==> config.mk <==
export PLATFORM = sky130hd
export DESIGN_NAME = octahedral_normal_encoder
export DESIGN_NICKNAME = d
export VERILOG_FILES = /design/src/sv/octenc_pkg.sv /design/src/sv/octahedral_normal_encoder.sv /design/src/sv/octenc_prep.sv /design/src/sv/octenc_div_cell.sv
export SDC_FILE = /design/constraint.sdc
export NUM_CORES = 2
export LEC_CHECK = 0
export BUFFER_PORTS_ARGS = -buffer_cell sky130_fd_sc_hd__buf_2
export CAP_MARGIN = 20
export CORE_AREA = 3 3 375 377
export DETAILED_ROUTE_END_ITERATION = 16
export DIE_AREA = 0 0 378 380
export PLACE_DENSITY = 0.42
export SYNTH_ARGS = -nofsm -noshare
export SYNTH_HDL_FRONTEND = slang
export SYNTH_SLANG_ARGS = --single-unit
==> constraint.sdc <==
create_clock -name clk -period 9.29 [get_ports clk]
set_input_delay 0.929 -clock clk [delete_from_list [all_inputs] [get_ports clk]]
set_output_delay 0.929 -clock clk [all_outputs]
set_load 0.01 [all_outputs]
==> src/sv/octenc_pkg.sv <==
// ============================================================================
// Octahedral normal encoder package
// Shared widths and the record that travels down the divider chain.
// ============================================================================
package octenc_pkg;

  // Input component width, signed Q1.(COMP_BITS-1).
  localparam int COMP_BITS = 16;
  // Magnitude of one component, wide enough for the most negative value.
  localparam int MAG_W     = COMP_BITS + 1;
  // L1 norm: three magnitudes of at most 2^(COMP_BITS-1) stay below 2^(COMP_BITS+1).
  localparam int LEN_W     = COMP_BITS + 1;
  // Quotient bits: the rounded result never exceeds 127.
  localparam int Q_W       = 7;
  // Encoded snorm8 width.
  localparam int ENC_W     = 8;
  // Numerator 254*m + L stays below 256*L.
  localparam int NUM_W     = LEN_W + 8;
  // One restoring step per quotient bit.
  localparam int DIV_STEPS = Q_W;

  // Stream payload widths, padded to whole bytes.
  localparam int S_DATA_W  = ((3 * COMP_BITS + 7) / 8) * 8;
  localparam int M_DATA_W  = ((2 * ENC_W + 7) / 8) * 8;

  // One item as it moves through the divider chain.
  typedef struct packed {
    logic             valid;
    logic [NUM_W-1:0] rem_u;   // partial remainder for u
    logic [NUM_W-1:0] rem_v;   // partial remainder for v
    logic [NUM_W-1:0] dsh;     // divisor 2L, aligned to the current bit
    logic [Q_W-1:0]   q_u;     // quotient bits gathered so far for u
    logic [Q_W-1:0]   q_v;     // quotient bits gathered so far for v
    logic             neg_u;
    logic             neg_v;
    logic             zero;
  } cell_t;

endpackage

==> src/sv/octahedral_normal_encoder.sv <==
// Inputs pass through three front-end stages, seven divider cells and one
// output register. Throughput: one vector per cycle unless the output
// stalls; each divider cell settles one quotient bit of u and v, so the
// chain of seven cells sets the depth.
// Reset: synchronous, clears every stage valid flag; the pipeline is empty.
// ============================================================================
// Octahedral normal encoder
// Encodes a signed direction vector into two snorm8 octahedral coordinates.
// ============================================================================
module octahedral_normal_encoder
  import octenc_pkg::*;
(
  input  logic                clk,
  input  logic                rst,
  input  logic                s_axis_tvalid,
  output logic                s_axis_tready,
  input  logic [S_DATA_W-1:0] s_axis_tdata,  // comp_x, comp_y, comp_z
  output logic                m_axis_tvalid,
  input  logic                m_axis_tready,
  output logic [M_DATA_W-1:0] m_axis_tdata,  // enc_u, enc_v
  output logic                m_axis_tuser   // zero_vector
);

  cell_t                link       [0:DIV_STEPS];
  logic  [DIV_STEPS:0]  link_ready;
  logic                 out_ready;
  logic  [ENC_W-1:0]    enc_u, enc_v;
  logic                 zero_vector;
  cell_t                last;

  assign out_ready = !m_axis_tvalid || m_axis_tready;

  // Front end: magnitudes, norm, fold and numerators.
  octenc_prep u_prep (
    .clk        (clk),
    .rst        (rst),
    .in_valid   (s_axis_tvalid),
    .in_ready   (s_axis_tready),
    .comp_x     (s_axis_tdata[COMP_BITS-1:0]),
    .comp_y     (s_axis_tdata[2*COMP_BITS-1:COMP_BITS]),
    .comp_z     (s_axis_tdata[3*COMP_BITS-1:2*COMP_BITS]),
    .down       (link[0]),
    .down_ready (link_ready[0])
  );

  // Divider chain, one quotient bit per cell.
  for (genvar i = 0; i < DIV_STEPS; i++) begin : g_cell
    octenc_div_cell u_cell (
      .clk        (clk),
      .rst        (rst),
      .up         (link[i]),
      .up_ready   (link_ready[i]),
      .down       (link[i+1]),
      .down_ready (link_ready[i+1])
    );
  end

  assign link_ready[DIV_STEPS] = out_ready;
  assign last                  = link[DIV_STEPS];

  // Apply signs; a zero vector gives zero coordinates.
  always_comb begin
    zero_vector = last.zero;
    if (last.zero) begin
      enc_u = '0;
      enc_v = '0;
    end else begin
      enc_u = last.neg_u ? ENC_W'(0) - {1'b0, last.q_u} : {1'b0, last.q_u};
      enc_v = last.neg_v ? ENC_W'(0) - {1'b0, last.q_v} : {1'b0, last.q_v};
    end
  end

  // Output register valid flag.
  always_ff @(posedge clk) begin
    if (rst) begin
      m_axis_tvalid <= 1'b0;
    end else if (out_ready) begin
      m_axis_tvalid <= last.valid;
    end
  end

  // Output register payload.
  always_ff @(posedge clk) begin
    if (out_ready) begin
      m_axis_tdata <= M_DATA_W'({enc_v, enc_u});
      m_axis_tuser <= zero_vector;
    end
  end

endmodule

==> src/sv/octenc_prep.sv <==
// ============================================================================
// Octahedral encoder front end
// Takes magnitudes, forms the L1 norm, folds the lower hemisphere and builds
// the numerator and aligned divisor for the divider chain, in three stages.
// ============================================================================
module octenc_prep
  import octenc_pkg::*;
(
  input  logic                 clk,
  input  logic                 rst,
  input  logic                 in_valid,
  output logic                 in_ready,
  input  logic [COMP_BITS-1:0] comp_x,
  input  logic [COMP_BITS-1:0] comp_y,
  input  logic [COMP_BITS-1:0] comp_z,
  output cell_t                down,
  input  logic                 down_ready
);

  // Stage A: magnitudes and signs.
  logic             a_valid;
  logic [MAG_W-1:0] a_ax, a_ay, a_az;
  logic             a_nx, a_ny, a_fold;
  logic             a_ready;

  // Stage B: norm and folded numerators.
  logic             b_valid;
  logic [LEN_W-1:0] b_len, b_mu, b_mv;
  logic             b_nx, b_ny;
  logic             b_ready;

  // Stage C output record.
  cell_t            c_reg;
  logic             c_ready;

  assign c_ready  = !c_reg.valid || down_ready;
  assign b_ready  = !b_valid || c_ready;
  assign a_ready  = !a_valid || b_ready;
  assign in_ready = a_ready;
  assign down     = c_reg;

  // Stage A valid flag.
  always_ff @(posedge clk) begin
    if (rst) begin
      a_valid <= 1'b0;
    end else if (a_ready) begin
      a_valid <= in_valid;
    end
  end

  // Stage A payload: two's complement to sign and magnitude.
  always_ff @(posedge clk) begin
    if (a_ready) begin
      a_nx   <= comp_x[COMP_BITS-1];
      a_ny   <= comp_y[COMP_BITS-1];
      a_ax   <= comp_x[COMP_BITS-1] ? MAG_W'(0) - {1'b1, comp_x} : {1'b0, comp_x};
      a_ay   <= comp_y[COMP_BITS-1] ? MAG_W'(0) - {1'b1, comp_y} : {1'b0, comp_y};
      a_az   <= comp_z[COMP_BITS-1] ? MAG_W'(0) - {1'b1, comp_z} : {1'b0, comp_z};
      // A zero or negative z lies in the lower hemisphere.
      a_fold <= comp_z[COMP_BITS-1] || (comp_z == '0);
    end
  end

  // Stage B valid flag.
  always_ff @(posedge clk) begin
    if (rst) begin
      b_valid <= 1'b0;
    end else if (b_ready) begin
      b_valid <= a_valid;
    end
  end

  // Stage B payload. L - |y| is |x| + |z|, so the fold needs no subtract.
  always_ff @(posedge clk) begin
    if (b_ready) begin
      b_len <= LEN_W'(a_ax) + LEN_W'(a_ay) + LEN_W'(a_az);
      b_mu  <= a_fold ? LEN_W'(a_ax) + LEN_W'(a_az) : LEN_W'(a_ax);
      b_mv  <= a_fold ? LEN_W'(a_ay) + LEN_W'(a_az) : LEN_W'(a_ay);
      b_nx  <= a_nx;
      b_ny  <= a_ny;
    end
  end

  // Stage C record: valid flag, numerator 254*m + L and divisor 2L aligned
  // to the top quotient bit. The multiply by 254 is a shift and a subtract.
  always_ff @(posedge clk) begin
    if (rst) begin
      c_reg.valid <= 1'b0;
    end else if (c_ready) begin
      c_reg.valid <= b_valid;
    end
    if (c_ready) begin
      c_reg.rem_u <= (NUM_W'(b_mu) << 8) - (NUM_W'(b_mu) << 1) + NUM_W'(b_len);
      c_reg.rem_v <= (NUM_W'(b_mv) << 8) - (NUM_W'(b_mv) << 1) + NUM_W'(b_len);
      c_reg.dsh   <= NUM_W'(b_len) << Q_W;
      c_reg.q_u   <= '0;
      c_reg.q_v   <= '0;
      c_reg.neg_u <= b_nx;
      c_reg.neg_v <= b_ny;
      c_reg.zero  <= (b_len == '0);
    end
  end

endmodule

==> src/sv/octenc_div_cell.sv <==
// ============================================================================
// Octahedral encoder divider cell
// One restoring division step for both coordinates: settles one quotient bit
// and hands the remainder and the halved divisor to the next cell.
// ============================================================================
module octenc_div_cell
  import octenc_pkg::*;
(
  input  logic  clk,
  input  logic  rst,
  input  cell_t up,
  output logic  up_ready,
  output cell_t down,
  input  logic  down_ready
);

  cell_t      cur;
  logic       ge_u, ge_v;

  assign up_ready = !cur.valid || down_ready;
  assign down     = cur;

  // Trial subtraction against the aligned divisor.
  assign ge_u = (up.rem_u >= up.dsh);
  assign ge_v = (up.rem_v >= up.dsh);

  // Valid flag and payload: keep or reduce the remainder and shift in the
  // quotient bit.
  always_ff @(posedge clk) begin
    if (rst) begin
      cur.valid <= 1'b0;
    end else if (up_ready) begin
      cur.valid <= up.valid;
    end
    if (up_ready) begin
      cur.rem_u <= ge_u ? up.rem_u - up.dsh : up.rem_u;
      cur.rem_v <= ge_v ? up.rem_v - up.dsh : up.rem_v;
      cur.dsh   <= up.dsh >> 1;
      cur.q_u   <= {up.q_u[Q_W-2:0], ge_u};
      cur.q_v   <= {up.q_v[Q_W-2:0], ge_v};
      cur.neg_u <= up.neg_u;
      cur.neg_v <= up.neg_v;
      cur.zero  <= up.zero;
    end
  end

endmodule

==> flow_summary_export.csv <==
group,metric,value,unit
status,status,"completed",
clock_network,tritoncts,"done",
logic_synthesis,synth_ff_type,"edfxtp_1",
logic_synthesis,ys_seq_elements,670,
clock_network,cts-resized-gates,0,
logic_synthesis,ys_seq_area_share,48.6,%
sta,finalSetupViolCount,0,
logic_synthesis,synth_area_leaders,"edfxtp_1, ha_1, xnor2_1",
placed_design,portBuffers,70,
critical_path,worstPathMaxFanout,56,
placed_design,gp_congestion,0.865,
grt,grt_max_degree,77,
logic_synthesis,avgSynthCellArea,11.1,µm²
floorplanning,die-area,144000,µm²
clock_network,clk_pin_slew_worst_paths,0.06,ns
clock_network,cts.sinks,670,
final_layout,fin_area,46500,µm²
final_layout,final_common_cell,"edfxtp_1",
floorplanning,io-pin-count,71,
floorplanning,initial_core_util,30.0,%
sta,rsz0062_at_grt,"no",
sta,tns,0,ns
logic_synthesis,synth_edf_count,659,
logic_synthesis,netlist_instances,3726,
floorplanning,die_h,380,µm
grt,grt_pass1_vias,28000,
final_layout,final_cell_mix,"edfxtp_1, ha_1, inv_1",
grt,grt_pass1_wl,165,mm
route,drt_iter0_drc,1138,
sta,hold_viol,0,
logic_synthesis,synth_top_area_cell,"edfxtp_1",
clock_network,cts_inserted_buffers,83,
clock_network,cts_max_level,3,
final_layout,final_nets,4296,
grt,antenna_found_initial,0,
critical_path,critPathLaunchType,"input pin",
route,drc_errors,0,
logic_synthesis,synth_top_area_share,48.0,%
logic_synthesis,ys_async_sr_fraction,0,%
grt,gr-total-overflow,0,
route,antenna_left,0,
clock_network,post_cts_buffers,0,
sta,period_minus_slack,4.89,ns
sta,tightest_slew,1.07,ns
route,wl_per_cell,18.8,µm
sta,period_share,52.7,%
final_layout,drive_gt1_share,8.95,%
placed_design,dp_hpwl,86.6,mm
route,vias,27400,
clock_network,cts_hold_buf,0,
clock_network,clock_path_buffers,3,
logic_synthesis,synth_area,41200,µm²
run,max-cap-violations,0,
route,firstDrtPassIters,5,
grt,grtUsageTotal,14.9,%
placed_design,placed_area,43800,µm²
floorplanning,core,137000,µm²
critical_path,required,8.36,ns
sta,drv_slew,0,
logic_synthesis,yosys.cell_types.count,83,
critical_path,critical_path_class,"in2out",
sta,fin_worst_skew,0.0241,ns
route,wl,107,mm
sta,fmax,204,MHz
final_layout,antenna_cells,0,
final_layout,syn2layout_area_growth,12.9,%
logic_synthesis,yosysWarnings,0,
critical_path,critPathCaptureType,"output pin",
floorplanning,rows,136,
clock_network,root_buffer,"clkbuf_16",
route,drt-vias-per-instance,4.81,
critical_path,cp.arrival,3.96,ns
sta,max-slew-margin-rel,28.2,%
floorplanning,fp.dieW,378,µm
hold_path,min-delay-path-class,"reg2reg",
clock_network,worstSkewPairLatency,0.67,ns
## synthesized netlist by cell type (29+ instances only)
library cell,instances
nand3_1,81
nor2b_1,52
nor2_1,303
o21a_1,36
and3_1,29
o21ai_0,174
mux2_2,79
nand4_1,42
fa_1,51
o31ai_1,38
nand2b_1,62
inv_1,330
xnor2_1,212
xor2_1,93
clkbuf_1,34
or3_1,32
nor3_1,85
ha_1,348
a211oi_1,29
a21oi_1,278
a21o_1,103
nand2_1,186
edfxtp_1,659
## critical path, cell delays in order
cell,delay (ns)
buf_2,0.09
nor2b_1,0.25
nand2_1,0.53
nor2_1,0.70
nand3_4,0.20
nor2_1,0.42
nand4_1,0.16
buf_4,0.35
buf_2,0.26
## sequential cells by signal, indices dropped and copies added (netlist names), 17 cells and up
name,count
g_cell.u_cell.down,474
u_prep.b_len,17
u_prep.a_ax,17
u_prep.down,69
u_prep.b_mv,17
u_prep.b_mu,17
u_prep.a_ay,17
u_prep.a_az,17
## final timing paths
kind	from	end	slack (ns)	cells after the start
hold reg to reg	g_cell[0].u_cell.down[2]	g_cell[1].u_cell.down[2]	0.41	0
setup / recovery	m_axis_tready	s_axis_tready	4.40	9
setup reg to reg	g_cell[1].u_cell.down[42]	g_cell[2].u_cell.down[58]	4.99	11
hold / removal	g_cell[0].u_cell.down[2]	g_cell[1].u_cell.down[2]	0.41	0
## through the flow
stage	setup WS [ns]	cells	hold WS, ns	util, %
floorplan	2.15	3728	0.400	-
global placement	4.42	5553	0.401	31.8
detailed placement	4.40	5553	0.405	31.8
CTS	4.31	5705	0.407	33.8
global route	4.03	5706	0.414	33.8
finish	4.40	5706	0.412	33.8
## routing by layer
layer	vias to the layer above	global-route usage, %	part of all wire, %
li1	14000	-	-
met1	12900	17.2	42
met2	354	27.4	52
met3	172	1.92	2.3
met4	0	6.40	4.4
met5	-	0	0
## logic make-up after synthesis
kind of cell	after synthesis	share of synthesized area, %
AOI/OAI and AO/OA	874	13.7
other	1	0.00910
DFF	670	48.6
adders and majority gates	399	13.1
xor gates and xnor gates	305	6.49
buffers and inverters	391	3.65
muxes	108	2.95
and+or+nand+nor	978	11.6
## final cells by class
| class | count | area [µm²] |
|---|---|---|
| clock buffer | 97 | 2130 |
| clock inverter | 55 | 607 |
| fill | 13900 | 91000 |
| inverter | 332 | 1250 |
| multi-input combinational | 2667 | 19800 |
| sequential | 670 | 20000 |
| tap | 1794 | 2240 |
| timing repair buffer | 91 | 528 |
Power is left out: the tool's default activity adds up to more than one toggle a clock period on the data nets, which glitch-free logic cannot reach.
